$ cat config.mk
export PLATFORM = sky130hd
export DESIGN_NAME = counting_semaphore_waiters_unit
export DESIGN_NICKNAME = d
export VERILOG_FILES = /design/src/csw_pkg.sv /design/src/counting_semaphore_waiters_unit.sv /design/src/csw_cell.sv /design/src/csw_chain.sv
export SDC_FILE = /design/constraint.sdc
export NUM_CORES = 1
export LEC_CHECK = 0
export ABC_AREA = 1
export BUFFER_PORTS_ARGS = -buffer_cell sky130_fd_sc_hd__buf_2
export CAP_MARGIN = 20
export CORE_ASPECT_RATIO = 0.75
export CORE_MARGIN = 2
export CORE_UTILIZATION = 57
export DETAILED_ROUTE_END_ITERATION = 10
export PLACE_DENSITY_LB_ADDON = 0.3
export REMOVE_ABC_BUFFERS = 1
export SYNTH_ARGS = -nofsm -noshare
export SYNTH_HDL_FRONTEND = slang
export SYNTH_SLANG_ARGS = --single-unit
$ cat constraint.sdc
create_clock -name clk -period 3.5 [get_ports clk]
set_input_delay 0.7 -clock clk [delete_from_list [all_inputs] [get_ports clk]]
set_output_delay 0.7 -clock clk [all_outputs]
set_load 0.05 [all_outputs]
$ cat src/csw_pkg.sv
// Package with types, codes and defaults of the counting semaphore unit.
package csw_pkg;

    localparam int DEFAULT_MAX_WAITERS = 8;
    localparam int DEFAULT_COUNT_BITS  = 16;
    localparam int ID_BITS             = 16;
    localparam int OUT_COUNT_BITS      = 16;

    localparam logic [1:0] REQ_TRY  = 2'd0;
    localparam logic [1:0] REQ_WAIT = 2'd1;
    localparam logic [1:0] REQ_POST = 2'd2;

    localparam logic [2:0] ST_GRANTED = 3'd0;
    localparam logic [2:0] ST_REFUSED = 3'd1;
    localparam logic [2:0] ST_ADDED   = 3'd2;
    localparam logic [2:0] ST_ALREADY = 3'd3;
    localparam logic [2:0] ST_FULL    = 3'd4;
    localparam logic [2:0] ST_POSTED  = 3'd5;

    typedef enum logic {
        S_IDLE,
        S_DRAIN
    } state_t;

    typedef enum logic [1:0] {
        OP_HOLD,
        OP_APPEND,
        OP_SHIFT,
        OP_CLEAR
    } cell_op_t;

    typedef struct packed {
        logic               match;
        logic               full;
        logic               any_nz;
        logic               head_nz;
        logic               rest_nz;
        logic [ID_BITS-1:0] head_id;
    } chain_status_t;

endpackage

$ cat src/counting_semaphore_waiters_unit.sv
// Counting semaphore with a bounded wait list, built as a row of list cells.
// Try, wait, and a post that finds no nonzero waiter give one beat in the cycle after
// start, one request per cycle. A post with waiters drains the list through cell 0, one
// slot per cycle: busy stays high until the last nonzero waiter is woken, and each
// wake beat is registered from the drain state that the post enters. A request is taken
// in any cycle with busy low. Reset clears the count, the list and the strobe.
module counting_semaphore_waiters_unit #(
    parameter int MAX_WAITERS = csw_pkg::DEFAULT_MAX_WAITERS,
    parameter int COUNT_BITS  = csw_pkg::DEFAULT_COUNT_BITS
) (
    input  logic                               clk,
    input  logic                               rst_n,
    input  logic                               start,
    output logic                               busy,
    input  logic [1:0]                         req_type,
    input  logic [csw_pkg::ID_BITS-1:0]        requester_id,
    input  logic                               initial_count_we,
    input  logic [15:0]                        initial_count,
    output logic                               result_valid,
    output logic [2:0]                         status,
    output logic                               wake_valid,
    output logic [csw_pkg::ID_BITS-1:0]        wake_id,
    output logic [csw_pkg::OUT_COUNT_BITS-1:0] count_after,
    output logic                               last_result
);
    import csw_pkg::*;

    state_t              state_reg;
    state_t              state_next;
    logic [COUNT_BITS-1:0] count_reg;
    logic [COUNT_BITS-1:0] count_next;
    cell_op_t            op;
    chain_status_t       stat;
    logic                accept;

    logic                res_fire;
    logic [2:0]          res_status;
    logic                res_wake;
    logic [ID_BITS-1:0]  res_id;
    logic                res_last;

    logic                result_valid_reg;
    logic [2:0]          status_reg;
    logic                wake_valid_reg;
    logic [ID_BITS-1:0]  wake_id_reg;
    logic                last_result_reg;

    logic [COUNT_BITS+15:0] cfg_ext;
    logic [COUNT_BITS+15:0] cnt_ext;

    assign accept  = start && (state_reg == S_IDLE);
    assign cfg_ext = {{COUNT_BITS{1'b0}}, initial_count};
    assign cnt_ext = {16'b0, count_reg};

    csw_chain #(
        .MAX_WAITERS (MAX_WAITERS)
    ) u_chain (
        .clk    (clk),
        .rst_n  (rst_n),
        .op     (op),
        .req_id (requester_id),
        .stat   (stat)
    );

    always_comb
    begin
        state_next = state_reg;
        unique case (state_reg)
            S_IDLE:
            begin
                if (accept && req_type == REQ_POST && stat.any_nz)
                begin
                    state_next = S_DRAIN;
                end
            end
            S_DRAIN:
            begin
                if (stat.head_nz && !stat.rest_nz)
                begin
                    state_next = S_IDLE;
                end
            end
            default:
            begin
                state_next = S_IDLE;
            end
        endcase
    end

    always_comb
    begin
        op         = OP_HOLD;
        count_next = count_reg;
        res_fire   = 1'b0;
        res_status = ST_REFUSED;
        res_wake   = 1'b0;
        res_id     = '0;
        res_last   = 1'b1;
        unique case (state_reg)
            S_IDLE:
            begin
                if (initial_count_we)
                begin
                    count_next = cfg_ext[COUNT_BITS-1:0];
                end
                if (accept)
                begin
                    res_fire = 1'b1;
                    priority if (req_type == REQ_POST)
                    begin
                        if (!(&count_reg))
                        begin
                            count_next = count_reg + 1'b1;
                        end
                        if (stat.any_nz)
                        begin
                            // Wake results come from the drain that follows.
                            res_fire = 1'b0;
                        end
                        else
                        begin
                            op         = OP_CLEAR;
                            res_status = ST_POSTED;
                        end
                    end
                    else if (req_type == REQ_TRY || req_type == REQ_WAIT)
                    begin
                        priority if (|count_reg)
                        begin
                            count_next = count_reg - 1'b1;
                            res_status = ST_GRANTED;
                        end
                        else if (req_type == REQ_TRY)
                        begin
                            res_status = ST_REFUSED;
                        end
                        else if (stat.match)
                        begin
                            res_status = ST_ALREADY;
                        end
                        else if (stat.full)
                        begin
                            res_status = ST_FULL;
                        end
                        else
                        begin
                            op         = OP_APPEND;
                            res_status = ST_ADDED;
                        end
                    end
                    else
                    begin
                        res_status = ST_REFUSED;
                    end
                end
            end
            S_DRAIN:
            begin
                res_status = ST_POSTED;
                // Slots holding id zero shift past the head without a result.
                if (stat.head_nz)
                begin
                    res_fire = 1'b1;
                    res_wake = 1'b1;
                    res_id   = stat.head_id;
                    res_last = !stat.rest_nz;
                    op       = stat.rest_nz ? OP_SHIFT : OP_CLEAR;
                end
                else
                begin
                    op = OP_SHIFT;
                end
            end
            default:
            begin
            end
        endcase
    end

    always_ff @(posedge clk or negedge rst_n)
    begin
        if (!rst_n)
        begin
            state_reg        <= S_IDLE;
            count_reg        <= '0;
            result_valid_reg <= 1'b0;
        end
        else
        begin
            state_reg        <= state_next;
            count_reg        <= count_next;
            result_valid_reg <= res_fire;
        end
    end

    always_ff @(posedge clk)
    begin
        if (res_fire)
        begin
            status_reg      <= res_status;
            wake_valid_reg  <= res_wake;
            wake_id_reg     <= res_id;
            last_result_reg <= res_last;
        end
    end

    assign busy         = (state_reg == S_DRAIN);
    assign result_valid = result_valid_reg;
    assign status       = status_reg;
    assign wake_valid   = wake_valid_reg;
    assign wake_id      = wake_id_reg;
    assign count_after  = cnt_ext[OUT_COUNT_BITS-1:0];
    assign last_result  = last_result_reg;

endmodule

$ cat src/csw_cell.sv
// One wait-list slot: holds a listed id and passes it toward the head.
module csw_cell (
    input  logic                    clk,
    input  logic                    rst_n,
    input  csw_pkg::cell_op_t       op,
    input  logic                    prev_valid,
    input  logic                    next_valid,
    input  logic [csw_pkg::ID_BITS-1:0] next_id,
    input  logic [csw_pkg::ID_BITS-1:0] req_id,
    output logic                    valid,
    output logic [csw_pkg::ID_BITS-1:0] id,
    output logic                    match,
    output logic                    nz
);
    import csw_pkg::*;

    logic               valid_reg;
    logic               valid_next;
    logic [ID_BITS-1:0] id_reg;
    logic [ID_BITS-1:0] id_next;

    always_comb
    begin
        valid_next = valid_reg;
        id_next    = id_reg;
        unique case (op)
            OP_HOLD:
            begin
            end
            OP_APPEND:
            begin
                // Only the first free slot takes the new id.
                if (!valid_reg && prev_valid)
                begin
                    valid_next = 1'b1;
                    id_next    = req_id;
                end
            end
            OP_SHIFT:
            begin
                valid_next = next_valid;
                id_next    = next_id;
            end
            OP_CLEAR:
            begin
                valid_next = 1'b0;
            end
            default:
            begin
            end
        endcase
    end

    always_ff @(posedge clk or negedge rst_n)
    begin
        if (!rst_n)
        begin
            valid_reg <= 1'b0;
        end
        else
        begin
            valid_reg <= valid_next;
        end
    end

    always_ff @(posedge clk)
    begin
        id_reg <= id_next;
    end

    assign valid = valid_reg;
    assign id    = id_reg;
    assign match = valid_reg && (id_reg == req_id);
    assign nz    = valid_reg && (id_reg != '0);

endmodule

$ cat src/csw_chain.sv
// Row of wait-list cells with the flags the controller needs.
module csw_chain #(
    parameter int MAX_WAITERS = csw_pkg::DEFAULT_MAX_WAITERS
) (
    input  logic                        clk,
    input  logic                        rst_n,
    input  csw_pkg::cell_op_t           op,
    input  logic [csw_pkg::ID_BITS-1:0] req_id,
    output csw_pkg::chain_status_t      stat
);
    import csw_pkg::*;

    logic [MAX_WAITERS-1:0] valid_vec;
    logic [MAX_WAITERS-1:0] match_vec;
    logic [MAX_WAITERS-1:0] nz_vec;
    logic [ID_BITS-1:0]     id_arr [MAX_WAITERS];

    genvar g;
    generate
        for (g = 0; g < MAX_WAITERS; g++)
        begin : g_cell
            logic               prev_v;
            logic               nxt_v;
            logic [ID_BITS-1:0] nxt_id;

            if (g == 0)
            begin : g_head
                assign prev_v = 1'b1;
            end
            else
            begin : g_body
                assign prev_v = valid_vec[g-1];
            end

            if (g == MAX_WAITERS - 1)
            begin : g_tail
                assign nxt_v  = 1'b0;
                assign nxt_id = '0;
            end
            else
            begin : g_link
                assign nxt_v  = valid_vec[g+1];
                assign nxt_id = id_arr[g+1];
            end

            csw_cell u_cell (
                .clk        (clk),
                .rst_n      (rst_n),
                .op         (op),
                .prev_valid (prev_v),
                .next_valid (nxt_v),
                .next_id    (nxt_id),
                .req_id     (req_id),
                .valid      (valid_vec[g]),
                .id         (id_arr[g]),
                .match      (match_vec[g]),
                .nz         (nz_vec[g])
            );
        end
    endgenerate

    always_comb
    begin
        stat.match   = |match_vec;
        stat.full    = valid_vec[MAX_WAITERS-1];
        stat.any_nz  = |nz_vec;
        stat.head_nz = nz_vec[0];
        stat.rest_nz = |(nz_vec >> 1);
        stat.head_id = id_arr[0];
    end

endmodule

==> results.toml <==
[power_and_ir_drop]
clockPowerShare_pct = 20.4
irDropWorstVdd_uv = 426
power_frac_comb_pct = 39.7
switchingPower_w = 0.00408
power_density_nw_per_um2 = 784
leakagePower_nw = 5.43
power_frac_seq_pct = 39.9
p_int_w = 0.00519
p_sw_share_pct = 44.0

[clock_network]
htreeDepth = 4
cts_tree = "yes"
ctsResizeCount = 0
cts_made_buffers = 17
clockRootBuffer = "clkbuf_16"
clock-sinks = 175
clkTransAtPathRegs_ps = 70
clock_path_buffers = 2
holdBufCountCts = 0
cts_setup_buffers = 0
clkLatencyLatePin_ps = 440

[min_path]
holdCritPathClass = "input port to asynchronous set/reset pin"

[die]
dieArea_um2 = 19700
num_rows = 43
pin_count = 77
core-area_um2 = 18300
start_util_pct = 57.8
die_w_um = 161
dieHeight_um = 122

[logic_synthesis]
postSynthAreaPerCell_um2 = 7.52
synth_mux_area_share_pct = 0.283
syn_inst = 1409
yosys.area_share.simple_pct = 30.0
netlist_area_um2 = 10600
async_flop_share_pct = 14.9
synth-main-ff-cell = "edfxtp_1"
synth_edf_count = 149
synthAdderAreaFrac_pct = 0.236
seq_area_frac_synth_pct = 48.4
yosys_warnings = 0
ys_ff_latch = 175
synth_top_area_share_pct = 42.2
synth_xor_area_share_pct = 2.73
synth_compound_area_share_pct = 9.80
synth_top_family_by_area = "simple AND/OR/NAND/NOR gates"
synth_top_area_cell = "edfxtp_1"
synthTopCellsByArea = "edfxtp_1 42%, nand2_1 16%, o21ai_0 7.2%"
synth.distinct_cells = 40

[timing]
min_period_over_period_pct = 84.1
period_needed_ps = 2940
hold_viol = 0
clock_skew_ps = 10.2
fmax_mhz = 340
setup_viol = 0
rsz0062_at_grt = "false"
final_max_slew_viol_count = 0
worst_pin_slew_ps = 892
setup_tns_ps = 0
maxSlewHeadroom_pct = 40.5
fin_ws_ps = 558

[critical_path]
crit_path_end_kind = "flop"
crit_required_ps = 3760
critPathLaunchType = "flop"
cpMaxStageDelayCell = "edfxtp_1"
cp.arrival_ps = 3210
crit_type = "flop to flop"
critical_path.cell_chain = "inv_1, nand3_1, nor2_1, nand2_1, nand2_1, nand2_1, nor2_1, nand3_1, nand2_4, buf_4, nand2_1, o21ai_0"
worst_path_most_repeated_cell = "nand2_1"
critical_path.max_stage_delay_ps = 420
cp_max_fo = 31

[place]
portBuffers = 76
gp_congestion = 0.982
place_ws_ps = 307
dp_hpwl_um = 20400
dp_cells = 1709

[global_routing]
antenna_found_initial = 0
grt_first_pass_wirelength_um = 42400
overflow = 0
grt_pass1_vias = 8401
grt_max_degree = 34
track_usage_pct = 28.0

[routing]
dr_total_vias = 9512
drt-initial-drc-count = 1330
post-route-drc-count = 0
antenna_left = 0
drt-total-wl_um = 26900
drtPass1Iterations = 6
wl_per_cell_um = 15.4
viasPerCell = 5.46

[finish]
seqCellArea_um2 = 5120
multi_input_area_um2 = 4570
fin_nets = 1521
num_antenna_cells = 0
largest_reg_flops = 128
num-fill-cells = 1519
final_cells = 1741
area_growth_syn_to_layout_pct = 11.6
drive_gt1_share_pct = 10.8
finish.utilization_pct = 64.5

[job]
cap_violations = 0

[outcome]
status = "finished, final reports clean"
==> cells in the final DEF (no fill, tap or decap), types with 20 or more instances in the layout <==
cell      count
nor2_1      193
inv_1       174
xor2_1       20
nand4_1      27
edfxtp_1    149
nand3_1      68
nand2_1     446
dfrtp_1      26
buf_2        76
buf_4        24
o21ai_0     153
==> power groups by stage <==
stage	Clock [W]	Sequential [W]	Combinational, W
2_1_floorplan	0	0.00426	0.00202
3_3_place_gp	0	0.00371	0.00354
3_5_place_dp	0	0.00372	0.00362
4_1_cts	0.00190	0.00368	0.00364
5_1_grt	0.00199	0.00377	0.00410
6_report	0.00189	0.00370	0.00368
==> layer usage <==
metal  GRT usage, %  vias up  routed length (um)
li1               -     4689                   -
met1           44.2     4277               12500
met2           39.1      515               10800
met3           4.49       31                3240
met4           8.93        0                 375
met5              0        -                   0
==> final cells by class <==
type / count / share of cell area [%]
multi-input cells: 1005 / 38.6
repair buffers: 100 / 4.74
inverters: 182 / 5.78
flip-flops and latches: 175 / 43.3
well taps: 247 / 2.61
clock buffers: 17 / 3.60
clock inverters: 15 / 1.30
==> path summary, 6_finish.rpt <==
| check | start | end | slack [ps] | cells past startpoint |
|---|---|---|---|---|
| worst min register to register | u_chain.g_cell[2].u_cell.valid | u_chain.g_cell[1].u_cell.valid | 580 | 2 |
| max in group asynchronous | rst_n | u_chain.g_cell[5].u_cell.valid | 2730 | 1 |
| worst max-delay path | u_chain.g_cell[7].u_cell.id[6] | u_chain.g_cell[5].u_cell.id[14] | 560 | 12 |
| worst min-delay path | rst_n | count_after[14] | 310 | 1 |
| min in group clk | u_chain.g_cell[2].u_cell.valid | u_chain.g_cell[1].u_cell.valid | 580 | 2 |
| worst max register to register | u_chain.g_cell[7].u_cell.id[6] | u_chain.g_cell[5].u_cell.id[14] | 560 | 12 |
==> per-stage QoR <==
step,power (W),instance area (um2),hold slack (ps)
floorplan,0.00627,10400,404
global placement,0.00725,11200,558
detailed placement,0.00735,11200,565
CTS,0.00923,11800,309
global route,0.00986,11800,341
finish,0.00927,11800,306
==> cells by family after synthesis <==
logic type | count (synthesis)
fa+ha+maj | 2
buf+inv | 229
simple gates | 770
xor+xnor | 33
compound gates | 197
flops | 175
mux | 3
==> cell usage after synthesis (all sizes together), types with 2 or more instances <==
library cell and n:
buf 24, xnor2 13, o211ai 3, a21boi 7
nor4 2, xor2 20, nor3 11, nand3 69
ha 2, or2 6, edfxtp 149, nor2 196
a31oi 2, nand2 455, dfrtp 26, mux2i 3
a21oi 9, nand3b 4, inv 181, o21ai 174
clkbuf 23, nand4 27
==> critical path, delay by kind of cell (launching register included) <==
| family | cells | cell delay, ps |
|---|---|---|
| AO/OA/AOI/OAI | 1 | 200 |
| AND/OR/NAND/NOR | 9 | 1680 |
| flip-flops | 1 | 420 |
| buffers and inverters | 2 | 450 |
Note: power is estimated with default switching activity, not from simulation.
